$ cat config.mk
export PLATFORM = sky130hd
export DESIGN_NAME = char_lcd_nibble_write_sequencer_flat
export DESIGN_NICKNAME = d
export VERILOG_FILES = /design/src/rtl/clnw_pkg.sv /design/src/rtl/clnw_if.sv /design/src/rtl/clnw_seq.sv /design/src/rtl/clnw_dp.sv /design/src/rtl/char_lcd_nibble_write_sequencer.sv /design/src/flat_wrapper.sv
export SDC_FILE = /design/constraint.sdc
export NUM_CORES = 1
export LEC_CHECK = 0
export BUFFER_PORTS_ARGS = -buffer_cell sky130_fd_sc_hd__buf_2
export CAP_MARGIN = 20
export CELL_PAD_IN_SITES_DETAIL_PLACEMENT = 1
export CELL_PAD_IN_SITES_GLOBAL_PLACEMENT = 1
export CORE_MARGIN = 2
export CORE_UTILIZATION = 43
export DETAILED_ROUTE_END_ITERATION = 8
export PLACE_DENSITY_LB_ADDON = 0.1
export SYNTH_ARGS = -nofsm -noshare
export SYNTH_HDL_FRONTEND = slang
export SYNTH_SLANG_ARGS = --single-unit
$ cat constraint.sdc
create_clock -name clk -period 2.63 [get_ports clk]
set_input_delay 0.3945 -clock clk [delete_from_list [all_inputs] [get_ports clk]]
set_output_delay 0.3945 -clock clk [all_outputs]
set_load 0.005 [all_outputs]
$ cat src/rtl/clnw_pkg.sv
package clnw_pkg;

	// Request operation codes
	typedef enum logic [2:0] {
		OP_INIT   = 3'd0,
		OP_CMD    = 3'd1,
		OP_DATA   = 3'd2,
		OP_CURSOR = 3'd3,
		OP_CLEAR  = 3'd4
	} op_t;

	// Nibble source of one control word
	typedef enum logic [1:0] {
		NIB_CONST = 2'd0,
		NIB_HI    = 2'd1,
		NIB_LO    = 2'd2
	} nib_sel_t;

	localparam int unsigned PC_W   = 4;
	localparam int unsigned LOOP_W = 2;

	// Program entry points
	localparam logic [PC_W-1:0] ENTRY_INIT  = 4'd0;
	localparam logic [PC_W-1:0] ENTRY_CLEAR = 4'd8;
	localparam logic [PC_W-1:0] ENTRY_BYTE  = 4'd12;

	// Wakeup nibble repeats three times: loop count of the last pass
	localparam logic [LOOP_W-1:0] LOOP_LAST = 2'd2;

	localparam logic [7:0] INIT_CMD   = 8'h0F;
	localparam logic [7:0] CLEAR_CMD  = 8'h01;
	localparam logic [7:0] ROW0_BASE  = 8'h80;
	localparam logic [7:0] ROW1_BASE  = 8'hC0;
	localparam logic [3:0] DATA_HOLD  = 4'd5;

	// One microcode word
	typedef struct packed {
		nib_sel_t        nib_sel;
		logic [3:0]      const_nib;
		logic            enable;
		logic [3:0]      hold;
		logic            hold_rs;   // first data step holds longer
		logic            last;
		logic            jmp;       // jump to target while loop not done
		logic [PC_W-1:0] target;
		logic            ld_clear;  // reload byte with clear command
	} ucode_t;

	// Start of a run, from dispatch to sequencer and datapath
	typedef struct packed {
		logic            go;
		logic [PC_W-1:0] entry;
		logic [7:0]      byte_v;
		logic            rs;
	} start_t;

	// Microcode program
	function automatic ucode_t ucode_rom(input logic [PC_W-1:0] pc);
		ucode_t w;
		case (pc)
			4'd0:  w = '{NIB_CONST, 4'd3, 1'b1, 4'd10, 1'b0, 1'b0, 1'b0, 4'd0, 1'b0};
			4'd1:  w = '{NIB_CONST, 4'd3, 1'b0, 4'd0,  1'b0, 1'b0, 1'b1, 4'd0, 1'b0};
			4'd2:  w = '{NIB_CONST, 4'd2, 1'b1, 4'd10, 1'b0, 1'b0, 1'b0, 4'd0, 1'b0};
			4'd3:  w = '{NIB_CONST, 4'd2, 1'b0, 4'd0,  1'b0, 1'b0, 1'b0, 4'd0, 1'b0};
			4'd4:  w = '{NIB_HI,    4'd0, 1'b1, 4'd1,  1'b0, 1'b0, 1'b0, 4'd0, 1'b0};
			4'd5:  w = '{NIB_HI,    4'd0, 1'b0, 4'd1,  1'b0, 1'b0, 1'b0, 4'd0, 1'b0};
			4'd6:  w = '{NIB_LO,    4'd0, 1'b1, 4'd5,  1'b0, 1'b0, 1'b0, 4'd0, 1'b0};
			4'd7:  w = '{NIB_LO,    4'd0, 1'b0, 4'd1,  1'b0, 1'b0, 1'b0, 4'd0, 1'b1};
			4'd8:  w = '{NIB_HI,    4'd0, 1'b1, 4'd1,  1'b0, 1'b0, 1'b0, 4'd0, 1'b0};
			4'd9:  w = '{NIB_HI,    4'd0, 1'b0, 4'd1,  1'b0, 1'b0, 1'b0, 4'd0, 1'b0};
			4'd10: w = '{NIB_LO,    4'd0, 1'b1, 4'd5,  1'b0, 1'b0, 1'b0, 4'd0, 1'b0};
			4'd11: w = '{NIB_LO,    4'd0, 1'b0, 4'd11, 1'b0, 1'b1, 1'b0, 4'd0, 1'b0};
			4'd12: w = '{NIB_HI,    4'd0, 1'b1, 4'd1,  1'b1, 1'b0, 1'b0, 4'd0, 1'b0};
			4'd13: w = '{NIB_HI,    4'd0, 1'b0, 4'd1,  1'b0, 1'b0, 1'b0, 4'd0, 1'b0};
			4'd14: w = '{NIB_LO,    4'd0, 1'b1, 4'd5,  1'b0, 1'b0, 1'b0, 4'd0, 1'b0};
			4'd15: w = '{NIB_LO,    4'd0, 1'b0, 4'd1,  1'b0, 1'b1, 1'b0, 4'd0, 1'b0};
			default: w = '{NIB_CONST, 4'd0, 1'b0, 4'd0, 1'b0, 1'b1, 1'b0, 4'd0, 1'b0};
		endcase
		return w;
	endfunction

endpackage

$ cat src/rtl/clnw_if.sv
// Request channel
interface clnw_req_if;
	logic       valid;
	logic       ready;
	logic [2:0] operation;
	logic [7:0] byte_value;
	logic       row;
	logic [7:0] column;

	modport source (output valid, operation, byte_value, row, column, input ready);
	modport sink   (input valid, operation, byte_value, row, column, output ready);
endinterface

// Pin step channel
interface clnw_step_if;
	logic       valid;
	logic       ready;
	logic [3:0] nibble;
	logic       reg_select;
	logic       enable;
	logic [3:0] hold_units;
	logic       last;

	modport source (output valid, nibble, reg_select, enable, hold_units, last, input ready);
	modport sink   (input valid, nibble, reg_select, enable, hold_units, last, output ready);
endinterface

$ cat src/rtl/clnw_seq.sv
module clnw_seq (
	input  logic                    clk,
	input  logic                    arst_n,
	input  clnw_pkg::start_t        start,
	input  logic                    slot_free,
	output logic                    busy,
	output logic                    issue,
	output clnw_pkg::ucode_t        word
);

	logic [clnw_pkg::PC_W-1:0]   pc_q;
	logic [clnw_pkg::LOOP_W-1:0] loop_q;
	logic                        busy_q;
	logic                        take_jmp;

	// Control word fetch and step decision
	always_comb begin
		word     = clnw_pkg::ucode_rom(pc_q);
		issue    = busy_q && slot_free;
		take_jmp = word.jmp && (loop_q != clnw_pkg::LOOP_LAST);
	end

	assign busy = busy_q;

	// Step counter, loop counter and run flag
	always_ff @(posedge clk or negedge arst_n) begin
		if (!arst_n) begin
			pc_q   <= '0;
			loop_q <= '0;
			busy_q <= 1'b0;
		end else if (start.go) begin
			pc_q   <= start.entry;
			loop_q <= '0;
			busy_q <= 1'b1;
		end else if (issue) begin
			if (word.last)
				busy_q <= 1'b0;
			if (take_jmp) begin
				pc_q   <= word.target;
				loop_q <= clnw_pkg::LOOP_W'(loop_q + 1'b1);
			end else begin
				pc_q <= clnw_pkg::PC_W'(pc_q + 1'b1);
			end
		end
	end

	// Checks
	a_loop_bound: assert property (@(posedge clk) disable iff (!arst_n)
		loop_q != 2'd3)
		else $error("wakeup loop count overran");
	a_last_ends: assert property (@(posedge clk) disable iff (!arst_n)
		issue && word.last |=> !busy_q)
		else $error("run did not end after final step");
	a_start_idle: assert property (@(posedge clk) disable iff (!arst_n)
		start.go |-> !busy_q)
		else $error("run started while busy");
	a_jmp_loops: assert property (@(posedge clk) disable iff (!arst_n)
		issue && take_jmp |=> busy_q && pc_q == $past(word.target))
		else $error("loop jump missed its target");

endmodule

$ cat src/rtl/clnw_dp.sv
module clnw_dp (
	input  logic               clk,
	input  logic               arst_n,
	input  clnw_pkg::start_t   start,
	input  logic               issue,
	input  clnw_pkg::ucode_t   word,
	output logic               slot_free,
	clnw_step_if.source        step
);

	logic [7:0] byte_q;
	logic       rs_q;
	logic       valid_q;
	logic [3:0] nibble_q;
	logic       reg_select_q;
	logic       enable_q;
	logic [3:0] hold_q;
	logic       last_q;
	logic [3:0] nib_d;
	logic [3:0] hold_d;

	// Step fields from the control word
	always_comb begin
		case (word.nib_sel)
			clnw_pkg::NIB_HI:    nib_d = byte_q[7:4];
			clnw_pkg::NIB_LO:    nib_d = byte_q[3:0];
			clnw_pkg::NIB_CONST: nib_d = word.const_nib;
			default:             nib_d = word.const_nib;
		endcase
		hold_d = (word.hold_rs && rs_q) ? clnw_pkg::DATA_HOLD : word.hold;
	end

	// Operand byte and register select
	always_ff @(posedge clk) begin
		if (start.go) begin
			byte_q <= start.byte_v;
			rs_q   <= start.rs;
		end else if (issue && word.ld_clear) begin
			byte_q <= clnw_pkg::CLEAR_CMD;
		end
	end

	// Output register
	always_ff @(posedge clk or negedge arst_n) begin
		if (!arst_n)
			valid_q <= 1'b0;
		else if (issue)
			valid_q <= 1'b1;
		else if (step.ready)
			valid_q <= 1'b0;
	end

	always_ff @(posedge clk) begin
		if (issue) begin
			nibble_q     <= nib_d;
			reg_select_q <= rs_q;
			enable_q     <= word.enable;
			hold_q       <= hold_d;
			last_q       <= word.last;
		end
	end

	assign slot_free       = !valid_q || step.ready;
	assign step.valid      = valid_q;
	assign step.nibble     = nibble_q;
	assign step.reg_select = reg_select_q;
	assign step.enable     = enable_q;
	assign step.hold_units = hold_q;
	assign step.last       = last_q;

endmodule

$ cat src/rtl/char_lcd_nibble_write_sequencer.sv
// An accepted request loads the step counter, then its first step is registered.
// Throughput: one pin step per cycle from the microcode step counter, 4 steps for
// command, data, cursor and clear, 16 for init; a stalled output holds the counter.
// A new request is taken the cycle after the final step enters the output register.
// Reset (arst_n low) stops any run and empties the output register.
module char_lcd_nibble_write_sequencer (
	input  logic         clk,
	input  logic         arst_n,
	clnw_req_if.sink     req,
	clnw_step_if.source  step
);

	clnw_pkg::start_t start;
	clnw_pkg::ucode_t word;
	logic             busy;
	logic             issue;
	logic             slot_free;
	logic [7:0]       cursor_cmd;

	assign req.ready  = !busy;
	assign cursor_cmd = 8'((req.row ? clnw_pkg::ROW1_BASE : clnw_pkg::ROW0_BASE)
		+ {4'd0, req.column[3:0]});

	// Dispatch: pick the program entry, operand byte and register select
	always_comb begin
		start.go     = 1'b0;
		start.entry  = clnw_pkg::ENTRY_BYTE;
		start.byte_v = req.byte_value;
		start.rs     = 1'b0;
		case (clnw_pkg::op_t'(req.operation))
			clnw_pkg::OP_INIT: begin
				start.go     = req.valid && !busy;
				start.entry  = clnw_pkg::ENTRY_INIT;
				start.byte_v = clnw_pkg::INIT_CMD;
			end
			clnw_pkg::OP_CMD: begin
				start.go = req.valid && !busy;
			end
			clnw_pkg::OP_DATA: begin
				start.go = req.valid && !busy;
				start.rs = 1'b1;
			end
			clnw_pkg::OP_CURSOR: begin
				start.go     = req.valid && !busy;
				start.byte_v = cursor_cmd;
			end
			clnw_pkg::OP_CLEAR: begin
				start.go     = req.valid && !busy;
				start.entry  = clnw_pkg::ENTRY_CLEAR;
				start.byte_v = clnw_pkg::CLEAR_CMD;
			end
			default: begin
				start.go = 1'b0;
			end
		endcase
	end

	clnw_seq u_seq (
		.clk       (clk),
		.arst_n    (arst_n),
		.start     (start),
		.slot_free (slot_free),
		.busy      (busy),
		.issue     (issue),
		.word      (word)
	);

	clnw_dp u_dp (
		.clk       (clk),
		.arst_n    (arst_n),
		.start     (start),
		.issue     (issue),
		.word      (word),
		.slot_free (slot_free),
		.step      (step)
	);

endmodule

$ cat src/flat_wrapper.sv
// flat-port wrapper written by rule: the top's interface ports become plain ports
module char_lcd_nibble_write_sequencer_flat 
  (clk, arst_n, req_valid, req_operation, req_byte_value, req_row, req_column, req_ready, step_valid, step_nibble, step_reg_select, step_enable, step_hold_units, step_last, step_ready);
  clnw_req_if req_i ();
  clnw_step_if step_i ();
  input  logic clk;
  input  logic arst_n;
  input wire logic [$bits(req_i.valid)-1:0] req_valid;
  input wire logic [$bits(req_i.operation)-1:0] req_operation;
  input wire logic [$bits(req_i.byte_value)-1:0] req_byte_value;
  input wire logic [$bits(req_i.row)-1:0] req_row;
  input wire logic [$bits(req_i.column)-1:0] req_column;
  output wire logic [$bits(req_i.ready)-1:0] req_ready;
  output wire logic [$bits(step_i.valid)-1:0] step_valid;
  output wire logic [$bits(step_i.nibble)-1:0] step_nibble;
  output wire logic [$bits(step_i.reg_select)-1:0] step_reg_select;
  output wire logic [$bits(step_i.enable)-1:0] step_enable;
  output wire logic [$bits(step_i.hold_units)-1:0] step_hold_units;
  output wire logic [$bits(step_i.last)-1:0] step_last;
  input wire logic [$bits(step_i.ready)-1:0] step_ready;
  assign req_i.valid = req_valid;
  assign req_i.operation = req_operation;
  assign req_i.byte_value = req_byte_value;
  assign req_i.row = req_row;
  assign req_i.column = req_column;
  assign req_ready = req_i.ready;
  assign step_valid = step_i.valid;
  assign step_nibble = step_i.nibble;
  assign step_reg_select = step_i.reg_select;
  assign step_enable = step_i.enable;
  assign step_hold_units = step_i.hold_units;
  assign step_last = step_i.last;
  assign step_i.ready = step_ready;
  char_lcd_nibble_write_sequencer u_core (.clk(clk), .arst_n(arst_n), .req(req_i), .step(step_i));
endmodule
==> results.cfg <==
[logic_synthesis]
synth_enable_flop_cells = 19
synth_area_leaders = edfxtp_1, dfrtp_1, ha_1
synthesis.area_um2 = 1420
syn_nets = 168
syn-instance-count = 135
yosysUniqueCellTypes = 34
synth_top_area_share_pct = 40.1
syn_area_per_cell_um2 = 10.5
synth-main-ff-cell = edfxtp_1
ys_async_sr_fraction_pct = 29.6
synth-seq-area-share_pct = 54.1
yosys.cell_count.top_type = edfxtp_1
ys_top_cells_by_count = edfxtp_1, nand2_1, nor2_1
postSynthRegisterBits = 27
synth_top_cell_by_area = edfxtp_1
yosysWarnings = 0

[setup_path]
cp.required_ns = 2.59
cp.arrival_ns = 1.98
r2r-end = u_core.u_dp.byte_q[3]$_SDFFCE_PP0P_
rrSetupSlack_ns = 0.61
startpoint = u_core.u_seq.pc_q[1]$_DFFE_PN0P_
path_max_fanout = 8
cp-start-kind = flop
end_kind = flop
reg2reg_depth = 4
crit_type = flop to flop
cp-endpoint = u_core.u_dp.byte_q[3]$_SDFFCE_PP0P_
worstReg2RegStart = u_core.u_seq.pc_q[1]$_DFFE_PN0P_

[sta]
fin_skew_ns = 0.00831
period_minus_slack_ns = 2.02
relSlewSlack_pct = 34.2
drv_slew = 0
fin_tns_setup_ns = 0
setup_viol = 0
period_share_pct = 76.9
rsz0062_at_grt = no
final_hold_viol_count = 0
fmax_ghz = 0.494
worstMarginPinSlew_ns = 0.977

[grt]
grt-ovfl-total = 0
grt_max_degree = 16
antenna_found_initial = 0
track_usage_pct = 16.5
grt_pass1_wl_um = 4680
grt_pass1_vias = 1080

[placement]
gp_congestion = 0.777
port-buffer-count = 32
place_hpwl_um = 2280
placed_cells = 207

[clock_network]
cts-resized-gates = 0
post-cts-setup-buffers = 0
cts_hold_buf = 1
path_clk_slew_ns = 0.14
cts-buffers-inserted = 3
root_buffer = clkbuf_4
tritoncts = built
htree_levels = 1
clkLatencyLatePin_ns = 0.32
cts_max_path_buffers = 2
cts.sinks = 27

[power_and_ir_drop]
irDropWorstVdd_mv = 0.328
powerDensity_nw_per_um2 = 903
p_leak_nw = 0.705

[drt]
wl_per_cell_um = 13.2
drt_iter0_drc = 26
via_per_inst = 5.19
drc = 0
dr_total_vias = 1101
final_antenna_net_count = 0
wl_um = 2810
dr.pass1.iters = 4

[floorplan]
rows = 20
coreArea_um2 = 3100
die_h_um = 61.5
ios = 37
die-area_um2 = 3790
start_util_pct = 45.9
die_x_um = 61.5

[cells_and_area]
drive_above_1_share_pct = 24.4
area_delta_synth_final_pct = 16.3
nNetsFinal = 202
antenna_cells = 0
final-instance-count-excl-fill = 212

[job]
cap_violations = 0

[hold_path]
hold_path_class = input port to flop

[outcome]
status = completed
## cells in the final DEF, fill, tap and decap left out, types with 2 or more instances in the layout
master    synthesis  final
o21ai_0           6      6
a221oi_1          3      3
nor2_1           14     14
a211oi_1          3      3
a22oi_1           4      4
clkbuf_4          0      3
nor3b_1           2      2
dfrtp_1           8      8
a31oi_1           2      2
buf_2             1     32
and2_1            2      2
a21oi_1           8      8
ha_1              9      9
edfxtp_1         19     19
nand3_1           2      2
inv_1            12     12
o22ai_1           3      3
nand2_1          14     14
nand2b_1          6      6
## registers in the layout, indices dropped and copies added, names as in the netlist
| name | count |
|---|---|
| u_core.u_dp.step.nibble | 4 |
| u_core.u_dp.byte_q | 8 |
| u_core.u_dp.step.reg_select | 1 |
| u_core.u_seq.pc_q | 4 |
| u_core.u_dp.step.enable | 1 |
| u_core.u_dp.rs_q | 1 |
| u_core.u_seq.loop_q | 2 |
| u_core.u_dp.step.last | 1 |
| u_core.u_dp.step.hold_units | 3 |
| u_core.u_dp.step.valid | 1 |
| u_core.u_seq.busy | 1 |
## metrics by stage
| step | util [%] | hold WS [ns] | area (um2) | total power (W) | setup slack [ns] |
|---|---|---|---|---|---|
| after floorplan | - | 0.0989 | 1420 | 0.00112 | 0.861 |
| final | 53.4 | 0.348 | 1660 | 0.00150 | 0.608 |
| after global routing | 53.4 | 0.334 | 1660 | 0.00163 | 0.458 |
| after CTS | 53.4 | 0.342 | 1660 | 0.00152 | 0.577 |
| after detailed placement | 52.2 | 0.250 | 1620 | 0.00134 | 0.609 |
| after global placement | 52.2 | 0.246 | 1620 | 0.00130 | 0.670 |
## worst min-delay path by stage
stage / start / endpoint / slack, ns / depth (start not counted)
floorplan: arst_n / u_core.u_dp.step.valid$_DFFE_PN0P_ / 0.1 / 0
global placement: arst_n / u_core.u_seq.loop_q[1]$_DFFE_PN0P_ / 0.25 / 1
detailed placement: arst_n / u_core.u_seq.loop_q[0]$_DFFE_PN0P_ / 0.25 / 1
CTS: req_byte_value[5] / u_core.u_dp.byte_q[5]$_SDFFCE_PP0P_ / 0.34 / 2
global route: req_byte_value[5] / u_core.u_dp.byte_q[5]$_SDFFCE_PP0P_ / 0.33 / 2
finish: req_byte_value[5] / u_core.u_dp.byte_q[5]$_SDFFCE_PP0P_ / 0.35 / 2
## report_power, final
group | switching [W] | total, W | internal (W)
Clock | 0.000118 | 0.000175 | 0.0000570
Sequential | 0.0000884 | 0.000724 | 0.000636
Combinational | 0.000344 | 0.000597 | 0.000253
## worst max-delay path: stages (launching register included)
cell and delay (ns):
dfrtp_1 0.45, ha_1 0.21, ha_1 0.17, nand2b_1 0.06
o21ai_0 0.76
## logic make-up (layout without fill, tap and decap cells)
| logic type | after synthesis | count (layout) | share of synthesized area, % |
|---|---|---|---|
| adder cells (fa/ha/maj) | 9 | 9 | 7.91 |
| flip-flops | 27 | 27 | 54.1 |
| buffers and inverters | 17 | 50 | 4.83 |
| AO/OA/AOI/OAI | 32 | 32 | 14.5 |
| AND/OR/NAND/NOR | 48 | 48 | 17.3 |
| XOR/XNOR | 1 | 1 | 0.615 |
| multiplexers | 1 | 1 | 0.703 |
## final cells by class
type                            count  area, um2
Inverter                           13       48.8
Tap cell                           44       55.1
Fill cell                         405       1450
Multi-Input combinational cell     91        584
Timing Repair Buffer               33        170
Sequential cell                    27        771
Clock inverter                      1       5.00
Clock buffer                        3       22.5
## metal layers
metal / track usage [%] / share of wire [%] / vias to the layer above
met4: 4.56 / 0.96 / 0
li1: - / - / 543
met3: 2.52 / 4.1 / 4
met2: 29.3 / 51 / 29
met5: 0 / 0 / -
met1: 20.8 / 44 / 525
Note: power is estimated with default switching activity, not from simulation.
